### config.mk
export PLATFORM = sky130hd
export DESIGN_NAME = keyframe_track_interpolator
export DESIGN_NICKNAME = d
export VERILOG_FILES = /design/src/hdl/kti_pkg.sv /design/src/hdl/kti_cell.sv /design/src/hdl/kti_div.sv /design/src/hdl/keyframe_track_interpolator.sv
export SDC_FILE = /design/constraint.sdc
export NUM_CORES = 2
export LEC_CHECK = 0
export BUFFER_PORTS_ARGS = -buffer_cell sky130_fd_sc_hd__buf_2
export CAP_MARGIN = 20
export CORE_MARGIN = 1
export CORE_UTILIZATION = 40
export DETAILED_ROUTE_END_ITERATION = 16
export SKIP_CTS_REPAIR_TIMING = 1
export SLEW_MARGIN = 20
export SYNTH_ARGS = -nofsm -noshare
export SYNTH_HDL_FRONTEND = slang
export SYNTH_HIERARCHICAL = 1
export SYNTH_SLANG_ARGS = --single-unit
export TNS_END_PERCENT = 5
### constraint.sdc
create_clock -name clock -period 7.8 [get_ports clock]
set_input_delay 0.39 -clock clock [delete_from_list [all_inputs] [get_ports clock]]
set_output_delay 0.39 -clock clock [all_outputs]
set_load 0.02 [all_outputs]
### src/hdl/kti_pkg.sv
package kti_pkg;

   localparam int DEPTH_DEF          = 16;
   localparam int STEP_FRAC_BITS_DEF = 16;

   localparam logic [1:0] KIND_INSERT = 2'd0;
   localparam logic [1:0] KIND_QUERY  = 2'd1;
   localparam logic [1:0] KIND_CLEAR  = 2'd2;
   localparam logic [1:0] KIND_SPARE  = 2'd3;

   localparam logic [1:0] STATUS_OK    = 2'd0;
   localparam logic [1:0] STATUS_RANGE = 2'd1;
   localparam logic [1:0] STATUS_FULL  = 2'd2;

   localparam logic [2:0] ADDR_DEFAULT_VALUE = 3'd0;

   typedef struct packed {
      logic insert_en;
      logic update_en;
      logic valid;
      logic open;
   } cell_ctl_type;

   typedef struct packed {
      logic lt;
      logic le;
      logic eq;
   } cell_flag_type;

endpackage

### src/hdl/kti_cell.sv
module kti_cell #(
   parameter int SW = kti_pkg::STEP_FRAC_BITS_DEF + 1
) (
   input  logic                 clock,
   input  kti_pkg::cell_ctl_type ctl,
   input  logic [SW-1:0]        s,
   input  logic [31:0]          v,
   input  logic                 prev_lt,
   input  logic [SW-1:0]        prev_step,
   input  logic [31:0]          prev_value,
   output kti_pkg::cell_flag_type flags,
   output logic [SW-1:0]        step,
   output logic [31:0]          value
);

   logic [SW-1:0] step_ff, step_in;
   logic [31:0]   value_ff, value_in;

   assign flags.lt = ctl.valid && (step_ff < s);
   assign flags.le = ctl.valid && (step_ff <= s);
   assign flags.eq = ctl.valid && (step_ff == s);

   always_comb begin
      step_in  = step_ff;
      value_in = value_ff;
      if (ctl.update_en && flags.eq) begin
         value_in = v;
      end else if (ctl.insert_en && ctl.open && !flags.lt) begin
         if (prev_lt) begin
            step_in  = s;
            value_in = v;
         end else begin
            step_in  = prev_step;
            value_in = prev_value;
         end
      end
   end

   always_ff @(posedge clock) begin
      step_ff  <= step_in;
      value_ff <= value_in;
   end

   assign step  = step_ff;
   assign value = value_ff;

endmodule

### src/hdl/kti_div.sv
module kti_div #(
   parameter int NW = 51,
   parameter int DW = 17
) (
   input  logic          clock,
   input  logic          reset,
   input  logic          start,
   input  logic [NW-1:0] num,
   input  logic [DW-1:0] den,
   output logic          done,
   output logic [NW-1:0] quot
);

   localparam int CNW = $clog2(NW + 1);

   logic [NW-1:0]  num_ff, num_in, quot_ff, quot_in;
   logic [DW:0]    rem_ff, rem_in, trial;
   logic [DW-1:0]  den_ff, den_in;
   logic [CNW-1:0] cnt_ff, cnt_in;
   logic           busy_ff, busy_in, done_ff, done_in;

   assign trial = {rem_ff[DW-1:0], num_ff[NW-1]};

   always_comb begin
      num_in  = num_ff;
      quot_in = quot_ff;
      rem_in  = rem_ff;
      den_in  = den_ff;
      cnt_in  = cnt_ff;
      busy_in = busy_ff;
      done_in = 1'b0;
      if (start) begin
         num_in  = num;
         den_in  = den;
         rem_in  = '0;
         quot_in = '0;
         cnt_in  = CNW'(NW);
         busy_in = 1'b1;
      end else if (busy_ff) begin
         num_in = {num_ff[NW-2:0], 1'b0};
         if (trial >= {1'b0, den_ff}) begin
            rem_in  = trial - {1'b0, den_ff};
            quot_in = {quot_ff[NW-2:0], 1'b1};
         end else begin
            rem_in  = trial;
            quot_in = {quot_ff[NW-2:0], 1'b0};
         end
         cnt_in = cnt_ff - 1'b1;
         if (cnt_ff == CNW'(1)) begin
            busy_in = 1'b0;
            done_in = 1'b1;
         end
      end
   end

   always_ff @(posedge clock) begin
      num_ff  <= num_in;
      quot_ff <= quot_in;
      rem_ff  <= rem_in;
      den_ff  <= den_in;
      cnt_ff  <= cnt_in;
      if (reset) begin
         busy_ff <= 1'b0;
         done_ff <= 1'b0;
      end else begin
         busy_ff <= busy_in;
         done_ff <= done_in;
      end
   end

   assign done = done_ff;
   assign quot = quot_ff;

endmodule

### src/hdl/keyframe_track_interpolator.sv
// channel  direction  payload
// req      in         tuser: kind[1:0]; tdata: step[17:0] value[49:18], zero pad
// rsp      out        tdata: result_value[31:0] status[33:32] entry_count[38:34], zero pad
// csr      in         APB, default_value at byte address 0
// Insert, clear and queries on an empty table or at step one are answered from idle.
// Other queries pass through a multiply state, a divider start state, the bit-serial
// divider that works one quotient bit per cycle, and a final output state.
// Synchronous active-high reset empties the track and zeroes default_value.
// A waiting result holds off the next word until it is taken.
module keyframe_track_interpolator #(
   parameter int DEPTH          = kti_pkg::DEPTH_DEF,
   parameter int STEP_FRAC_BITS = kti_pkg::STEP_FRAC_BITS_DEF
) (
   input  logic        clock,
   input  logic        reset,
   input  logic        req_tvalid,
   output logic        req_tready,
   input  logic [55:0] req_tdata,  // step, value
   input  logic [1:0]  req_tuser,  // kind
   output logic        rsp_tvalid,
   input  logic        rsp_tready,
   output logic [39:0] rsp_tdata,  // result_value, status, entry_count
   input  logic        csr_psel,
   input  logic        csr_penable,
   input  logic        csr_pwrite,
   input  logic [2:0]  csr_paddr,
   input  logic [31:0] csr_pwdata,
   output logic [31:0] csr_prdata,
   output logic        csr_pready
);

   localparam int SW  = STEP_FRAC_BITS + 1;
   localparam int CW  = (SW + 1 > 18) ? SW + 1 : 18;
   localparam int CNW = $clog2(DEPTH + 1);
   localparam int NW  = 33 + SW + 1;

   localparam logic [2:0] ST_IDLE = 3'd0;
   localparam logic [2:0] ST_MUL  = 3'd1;
   localparam logic [2:0] ST_DIVS = 3'd2;
   localparam logic [2:0] ST_DIV  = 3'd3;
   localparam logic [2:0] ST_FIN  = 3'd4;

   logic [SW-1:0] one_s;
   assign one_s = {1'b1, {STEP_FRAC_BITS{1'b0}}};

   logic signed [31:0] default_ff;
   logic [CNW-1:0]     count_ff, count_in;
   logic [2:0]         state_ff, state_in;
   logic               out_valid_ff, out_valid_in;
   logic [31:0]        out_res_ff, out_res_in;
   logic [1:0]         out_status_ff, out_status_in;

   logic signed [32:0] diff_ff;
   logic [SW-1:0]      ds_ff, den_ff;
   logic signed [31:0] vb_ff;
   logic [1:0]         qstat_ff;
   logic signed [NW-1:0] prod_ff;
   logic               neg_ff;

   // configuration port
   assign csr_pready = 1'b1;
   assign csr_prdata = (csr_paddr == kti_pkg::ADDR_DEFAULT_VALUE) ? default_ff : 32'd0;
   always_ff @(posedge clock) begin
      if (reset) begin
         default_ff <= '0;
      end else if (csr_psel && csr_penable && csr_pwrite &&
                   csr_paddr == kti_pkg::ADDR_DEFAULT_VALUE) begin
         default_ff <= csr_pwdata;
      end
   end

   // input decode
   logic [1:0]          kind;
   logic signed [17:0]  step_in;
   logic signed [31:0]  val_in;
   logic signed [CW-1:0] step_x, one_x;
   logic                neg, over;
   logic [SW-1:0]       s_cmp;
   logic                fire;

   assign kind    = req_tuser[1:0];
   assign step_in = req_tdata[17:0];
   assign val_in  = req_tdata[49:18];
   assign step_x  = CW'(step_in);
   assign one_x   = {{(CW - SW){1'b0}}, one_s};
   assign neg     = step_in[17];
   assign over    = step_x > one_x;
   assign s_cmp   = neg ? '0 : (over ? one_s : step_x[SW-1:0]);
   assign fire    = req_tvalid && req_tready;

   // cell row
   kti_pkg::cell_ctl_type  ctl   [DEPTH];
   kti_pkg::cell_flag_type flags [DEPTH];
   logic [SW-1:0] steps  [DEPTH];
   logic [31:0]   values [DEPTH];
   logic          any_eq, full, ins_ok;

   always_comb begin
      any_eq = 1'b0;
      for (int i = 0; i < DEPTH; i++) any_eq = any_eq | flags[i].eq;
   end
   assign full   = count_ff == CNW'(DEPTH);
   assign ins_ok = fire && kind == kti_pkg::KIND_INSERT && !neg && !over;

   for (genvar g = 0; g < DEPTH; g++) begin : g_cell
      assign ctl[g].insert_en = ins_ok && !any_eq && !full;
      assign ctl[g].update_en = ins_ok;
      assign ctl[g].valid     = CNW'(g) < count_ff;
      assign ctl[g].open      = CNW'(g) <= count_ff;
      if (g == 0) begin : g_first
         kti_cell #(.SW(SW)) u_cell (
            .clock(clock), .ctl(ctl[g]), .s(s_cmp), .v(val_in),
            .prev_lt(1'b1), .prev_step('0), .prev_value('0),
            .flags(flags[g]), .step(steps[g]), .value(values[g]));
      end else begin : g_rest
         kti_cell #(.SW(SW)) u_cell (
            .clock(clock), .ctl(ctl[g]), .s(s_cmp), .v(val_in),
            .prev_lt(flags[g-1].lt), .prev_step(steps[g-1]), .prev_value(values[g-1]),
            .flags(flags[g]), .step(steps[g]), .value(values[g]));
      end
   end

   // bracket selection
   logic          any_le, any_gt;
   logic [SW-1:0] sb_sel, sa_sel, sb, sa;
   logic [31:0]   vb_sel, va_sel, last_v;
   logic signed [31:0] vb, va;
   logic          below_i, above_i, nxt_le, prv_le;

   always_comb begin
      any_le = 1'b0; any_gt = 1'b0;
      sb_sel = '0; sa_sel = '0; vb_sel = '0; va_sel = '0; last_v = '0;
      for (int i = 0; i < DEPTH; i++) begin
         nxt_le  = (i == DEPTH - 1) ? 1'b0 : flags[(i + 1) % DEPTH].le;
         prv_le  = (i == 0) ? 1'b1 : flags[(i + DEPTH - 1) % DEPTH].le;
         below_i = flags[i].le && !nxt_le;
         above_i = ctl[i].valid && !flags[i].le && prv_le;
         any_le  = any_le | flags[i].le;
         any_gt  = any_gt | above_i;
         sb_sel  = sb_sel | (below_i ? steps[i] : '0);
         vb_sel  = vb_sel | (below_i ? values[i] : '0);
         sa_sel  = sa_sel | (above_i ? steps[i] : '0);
         va_sel  = va_sel | (above_i ? values[i] : '0);
         last_v  = last_v | ((CNW'(i + 1) == count_ff) ? values[i] : '0);
      end
   end
   assign sb = any_le ? sb_sel : '0;
   assign vb = any_le ? vb_sel : default_ff;
   assign sa = any_gt ? sa_sel : one_s;
   assign va = any_gt ? va_sel : last_v;

   // magnitude and sign of the product, ready for the divider start
   logic [NW-1:0] prod_mag;
   logic [NW-1:0] mag_live;
   logic          neg_live;
   assign prod_mag = prod_ff[NW-1] ? NW'(-prod_ff) : NW'(prod_ff);
   assign mag_live = prod_mag;
   assign neg_live = prod_ff[NW-1];

   // divider
   logic          div_start, div_done;
   logic [NW-1:0] quot;
   kti_div #(.NW(NW), .DW(SW)) u_div (
      .clock(clock), .reset(reset), .start(div_start),
      .num(mag_live), .den(den_ff), .done(div_done), .quot(quot));
   assign div_start = state_ff == ST_DIVS;

   logic signed [NW+1:0] q_s, sum;
   logic signed [31:0]   sat;
   assign q_s  = neg_ff ? -$signed({2'b00, quot}) : $signed({2'b00, quot});
   assign sum  = (NW+2)'(vb_ff) + q_s;
   assign sat  = (sum > (NW+2)'(32'sh7fffffff)) ? 32'sh7fffffff :
                 (sum < -(NW+2)'(33'sh080000000)) ? 32'sh80000000 : sum[31:0];

   logic out_free;
   assign out_free   = !out_valid_ff || rsp_tready;
   assign req_tready = state_ff == ST_IDLE && out_free;

   always_comb begin
      state_in      = state_ff;
      count_in      = count_ff;
      out_valid_in  = out_valid_ff && !rsp_tready;
      out_res_in    = out_res_ff;
      out_status_in = out_status_ff;
      case (state_ff)
         ST_IDLE: begin
            if (fire) begin
               out_res_in    = '0;
               out_status_in = kti_pkg::STATUS_OK;
               case (kind)
                  kti_pkg::KIND_INSERT: begin
                     out_valid_in = 1'b1;
                     if (neg || over) begin
                        out_status_in = kti_pkg::STATUS_RANGE;
                     end else if (!any_eq && full) begin
                        out_status_in = kti_pkg::STATUS_FULL;
                     end else if (!any_eq) begin
                        count_in = count_ff + 1'b1;
                     end
                  end
                  kti_pkg::KIND_QUERY: begin
                     out_status_in = (neg || over) ? kti_pkg::STATUS_RANGE
                                                   : kti_pkg::STATUS_OK;
                     if (count_ff == '0) begin
                        out_res_in   = default_ff;
                        out_valid_in = 1'b1;
                     end else if (s_cmp == one_s) begin
                        out_res_in   = last_v;
                        out_valid_in = 1'b1;
                     end else begin
                        state_in = ST_MUL;
                     end
                  end
                  kti_pkg::KIND_CLEAR: begin
                     count_in     = '0;
                     out_valid_in = 1'b1;
                  end
                  default: out_valid_in = 1'b1;
               endcase
            end
         end
         ST_MUL:  state_in = ST_DIVS;
         ST_DIVS: state_in = ST_DIV;
         ST_DIV:  if (div_done) state_in = ST_FIN;
         ST_FIN: begin
            if (out_free) begin
               out_res_in    = sat;
               out_status_in = qstat_ff;
               out_valid_in  = 1'b1;
               state_in      = ST_IDLE;
            end
         end
         default: state_in = ST_IDLE;
      endcase
   end

   always_ff @(posedge clock) begin
      if (fire) begin
         diff_ff  <= 33'(va) - 33'(vb);
         ds_ff    <= s_cmp - sb;
         den_ff   <= sa - sb;
         vb_ff    <= vb;
         qstat_ff <= (neg || over) ? kti_pkg::STATUS_RANGE : kti_pkg::STATUS_OK;
      end
      if (state_ff == ST_MUL) begin
         prod_ff <= NW'(diff_ff * $signed({1'b0, ds_ff}));
      end
      if (state_ff == ST_DIVS) begin
         neg_ff <= neg_live;
      end
      out_res_ff    <= out_res_in;
      out_status_ff <= out_status_in;
      if (reset) begin
         state_ff     <= ST_IDLE;
         count_ff     <= '0;
         out_valid_ff <= 1'b0;
      end else begin
         state_ff     <= state_in;
         count_ff     <= count_in;
         out_valid_ff <= out_valid_in;
      end
   end

   assign rsp_tvalid = out_valid_ff;
   assign rsp_tdata  = {1'b0, 5'(count_ff), out_status_ff, out_res_ff};

endmodule
After elaboration in Yosys (flattened, before gate mapping)
Index checks and enable logic that the tools add are counted.

cells by class
  bitwise operators = 137
  reductions and logical operators = 237
  muxes and demuxes = 191
  $lt $le $gt $ge = 68
  equality and inequality tests = 50
  multiply operators = 1
  add/sub/neg operators = 9

operators by type and width
  kind                                                            number
  two-way mux 32 bit                                              105
  OR 32 bit                                                       45
  two-way mux 17 bit                                              52
  OR 17 bit                                                       30
  == test 17 bit                                                  16
  less-or-equal comparator 17 bit                                 16
  < comparator 17 bit                                             16
  logical AND 1 bit                                               154
  two-way mux 51 bit                                              3
  case mux 32 bit (2 select lines)                                1
  adder 32 x 53 -> 53 bit                                         1
  > comparator 53 x 32 -> 1 bit (second input constant)           1
  < comparator 53 x 32 -> 1 bit (second input constant)           1
  two-way mux 53 bit                                              1
  negator 51 -> 53 bit                                            1
  multiplier 33 x 18 -> 51 bit                                    1
  negator 51 bit                                                  1
  subtractor 17 bit                                               3
  OR 1 bit                                                        45
  == test 4 x 5 -> 1 bit (first input constant)                   8
  less-or-equal comparator 4 x 5 -> 1 bit (first input constant)  8
  < comparator 4 x 5 -> 1 bit (first input constant)              8
  logical NOT 1 bit                                               38
  nonzero test 2 bit                                              19
  other kinds (42)                                                119

word-level totals
  bits in registers = 1156
  word-level logic and storage cells = 745
  input bits = 100

Depth between registers and ports, before layout
  word-level depth = 27
  mapped depth = 37
  depth with buffers taken out = 34

Hierarchy
Netlist, hierarchy kept.

by module, submodules not included
  module                       times used  sequential area each (um2)  area each (um2)  cells an instance
  keyframe_track_interpolator  1           6406.1                      47568.1          5695
  kti_cell                     16          1471.4                      2657.5           167
  kti_div                      1           3563.4                      6436.2           552

Worst setup path after synthesis
OpenSTA, ideal clock, no wires.

  path kind = input to register
  start point = in req_tdata[15]
  end point = reg diff_ff[32], data pin
  slack = -0.129 ns
  buffers on the path = 4
  arrival time = 7.799 ns
  stages = 36
  cell sequence = nor4_1 -> nand4_1 -> a21oi_1 -> clkbuf_1 -> and2_1 -> inv_1 -> ha_1 -> and3_1 -> o21ai_0 -> a2111oi_0 -> nor4_1 -> or2_2 -> nor2b_1 -> and2_1 -> clkbuf_1 -> clkbuf_1 -> clkbuf_1 -> a222oi_1 -> nand3_1 -> a221oi_1 -> nand4_1 -> o21ai_0 -> ha_1 -> inv_1 -> fa_1 -> a21o_1 -> a21oi_1 -> o21ai_0 -> a21oi_1 -> o311ai_0 -> nand4_1 -> a31oi_1 -> o21ai_0 -> a21oi_1 -> a2111oi_0 -> a21o_1

RTL lines
  element               line                                source
  start, declared       keyframe_track_interpolator.sv:18   input logic [55:0] req_tdata,
  end signal, assigned  keyframe_track_interpolator.sv:239  diff_ff <= 33'(va) - 33'(vb);
  end, declared         keyframe_track_interpolator.sv:53   logic signed [32:0] diff_ff;

==> metrics.txt <==
post-synthesis async set-or-reset flop share 0%; DRT met1 WL 166700 um; metal2 WL 186100 um; final hold vios 0; register area share after synthesis 34.72%; H-tree levels 4; crit-path max cell delay 400 ps; GRT overflow 0; Max clock buf depth 3; total core area 0.2390 mm^2; CP Launch Type primary input; syn_area_per_cell roughly 11 um^2; Crit-path slowest cell nand4_1; vias per cell 6.475; crit path from req_tdata[11]; # setup viols final 0; RSZ-0062 raised after global routing yes; Initial DRT Pass Iterations 11; EDFF count, synth 1038; Clk Latency, worst-skew pair roughly 880 ps; Hold Startpoint req_tdata[49]; total CTS buffers roughly 140; yosys warns 6; share of layout cells above drive strength 1 24.46%; DRC Markers 0; Die Y 493.2 um; worst min path class in2reg; Final Core Density between 40% and 50%; Syn-to-layout area delta 17.01%; final antenna-violating net count 0; Final Skew 58.72 ps; row cnt ~180; Finished Layout Cells 13030; vias in the first global route 83000; Detail Placement HPWL 305100 um; worst path required time 8530 ps; Wirelength per Cell 33.79 um; status finished with violations; die area 0.2433 mm^2; Worst-path clk slew about 60 ps; failing checks slew limit; RR Startpoint diff_ff[10]; I/O pins around 180; initial antenna violation count 40; Max Clock Freq 132.1 MHz; Max-cap violations 0; WL met3 56330 um; Gate Count Post-Synth ~8900; DRT iter0 DRCs around 13000; Tcrit/Tclk final 97.03%; CP most frequent cell buf_4; die span in x 493.2 um; crit path time final 7568 ps; Critical Path End Type flip-flop; largest net degree at the start of global routing 133; final slew viol count 33; cell area after synthesis 0.09653 mm^2; via total after detailed routing 84360; path type of the worst setup path in2reg; crit-path max FO 16; Routed WL 440200 um; Worst slew margin -225.9%; port bufs 166; worst slew pin tran 4888 ps; initial core utilization 40.39%; first-pass GRT wire length 617800 um; Sink Count ~1200; placer congestion estimate 1.044; Yosys reg bits ~1200; Synth Flop Type edfxtp_1; Top Layer Used met5; GR Util All Layers 35.40%; CTS tree done; critical path arrival 8300 ps; Nets 10900; Yosys cell types between 90 and 100; root buffer cell clkbuf_16; dpl cells between 10000 and 15000
==> layout make-up <==
| cell class | instances | area [um^2] |
|---|---|---|
| diodes | 22 | 55.05 |
| well taps | 3167 | 3963 |
| clock inverters | 81 | 892.1 |
| repair buffers | 1124 | 9020 |
| multi-input cells | 6358 | 58190 |
| inverters | 946 | 3555 |
| clock buffers | 176 | 3751 |
| flip-flops and latches | 1155 | 33520 |
| fillers | 21800 | 126000 |
==> worst max-delay path, delay by kind of cell <==
kind | cells | cell delay (ps)
compound gates | 15 | 3080
simple gates | 10 | 2180
buf+inv | 10 | 1710
fa+ha+maj | 3 | 930
==> cells in the mapped netlist (16+ instances only) <==
master     count  area [um^2]
a2111oi_0     22        192.7
a211oi_1      50        375.4
a21o_1       123        923.4
a21oi_1      275         1376
a21oi_2       17        148.9
a221oi_1     260         2277
a222oi_1      81        810.8
a22o_1       210         1839
a22oi_1      446         3348
a41oi_1       30        262.8
and2_1       302         1889
and3_1        43        269.0
buf_1         61        229.0
buf_6         55        619.3
clkbuf_1     383         1438
dfxtp_1      117         2342
edfxtp_1    1038        31170
fa_1         541        10830
ha_1         532         6656
inv_1        945         3547
mux2_2       355         3998
mux2_4       480         7207
mux2i_1       54        540.5
nand2_1      747         2804
nand2b_1      36        225.2
nand3_1      225         1126
nand4_1      152        950.9
nand4_2       16        200.2
nor2_1       267         1002
nor2b_1       71        444.2
nor3_1        46        230.2
nor3b_1       24        180.2
nor4_1        47        294.0
nor4_4        18        382.9
o21a_1        30        225.2
o21ai_0      206         1031
o21bai_1      17        127.6
o311ai_1      20        175.2
o31ai_1       45        337.8
o41ai_1       18        157.7
or2_2         41        256.5
or3_1         23        143.9
xnor2_1      189         1655
xor2_1        71        621.9
==> flip-flops by register name, indices dropped and copies added, names as in the netlist, 33 cells and up <==
signal / cells
prod_ff: 51
u_div/quot: 51
diff_ff: 33
g_cell.g_rest.u_cell/step: 255
g_cell.g_rest.u_cell/value: 480
u_div/num_ff: 51
==> layout by cell type (no fill, tap or decap), types with 273 or more instances in the layout <==
cell type  instances
edfxtp_1        1038
a22oi_1          446
mux2_4           480
and2_1           278
ha_1             531
buf_4            849
nand2_1          746
mux2_2           355
fa_1             541
a21oi_1          273
inv_1            943
==> routing by layer <==
| layer | vias up | GRT usage (%) |
|---|---|---|
| met5 | - | 0.2348 |
| met4 | 36 | 19.84 |
| met3 | 1837 | 12.34 |
| met2 | 6351 | 52.61 |
| met1 | 41700 | 44.69 |
| li1 | 34430 | - |
==> worst paths after layout <==
path,endpoint,slack (ps),cells past startpoint
setup reg to reg,prod_ff[50],320,23
hold / removal,g_cell[0].g_first.u_cell/value[31],70,2
hold reg to reg,u_div/den_ff[10],410,0
setup / recovery,diff_ff[32],230,38
==> per-stage QoR <==
stage	setup WS [ps]	hold slack, ps	TNS, ps	cell area (um^2)
after global placement	-954.6	404.3	-10300	107600
after detailed placement	-880.2	404.5	-9573	107700
after floorplan	3.437	400.3	0	96720
final	231.7	67.22	0	112900
after CTS	-21.11	-259.0	-21.11	112300
after global routing	-89.68	66.47	-317.4	112900
==> logic make-up after synthesis <==
| kind of cell | synth area share [%] |
|---|---|
| multiplexers | 12.17 |
| XOR/XNOR | 2.359 |
| other | 0.007780 |
| adder cells (fa/ha/maj) | 18.12 |
| AO/OA/AOI/OAI | 15.25 |
| flip-flops | 34.72 |
| AND/OR/NAND/NOR | 11.27 |
| buffers and inverters | 6.114 |
Power is not shown: default switching activity piles up to over one toggle a cycle in this logic, so the estimate is an artifact.
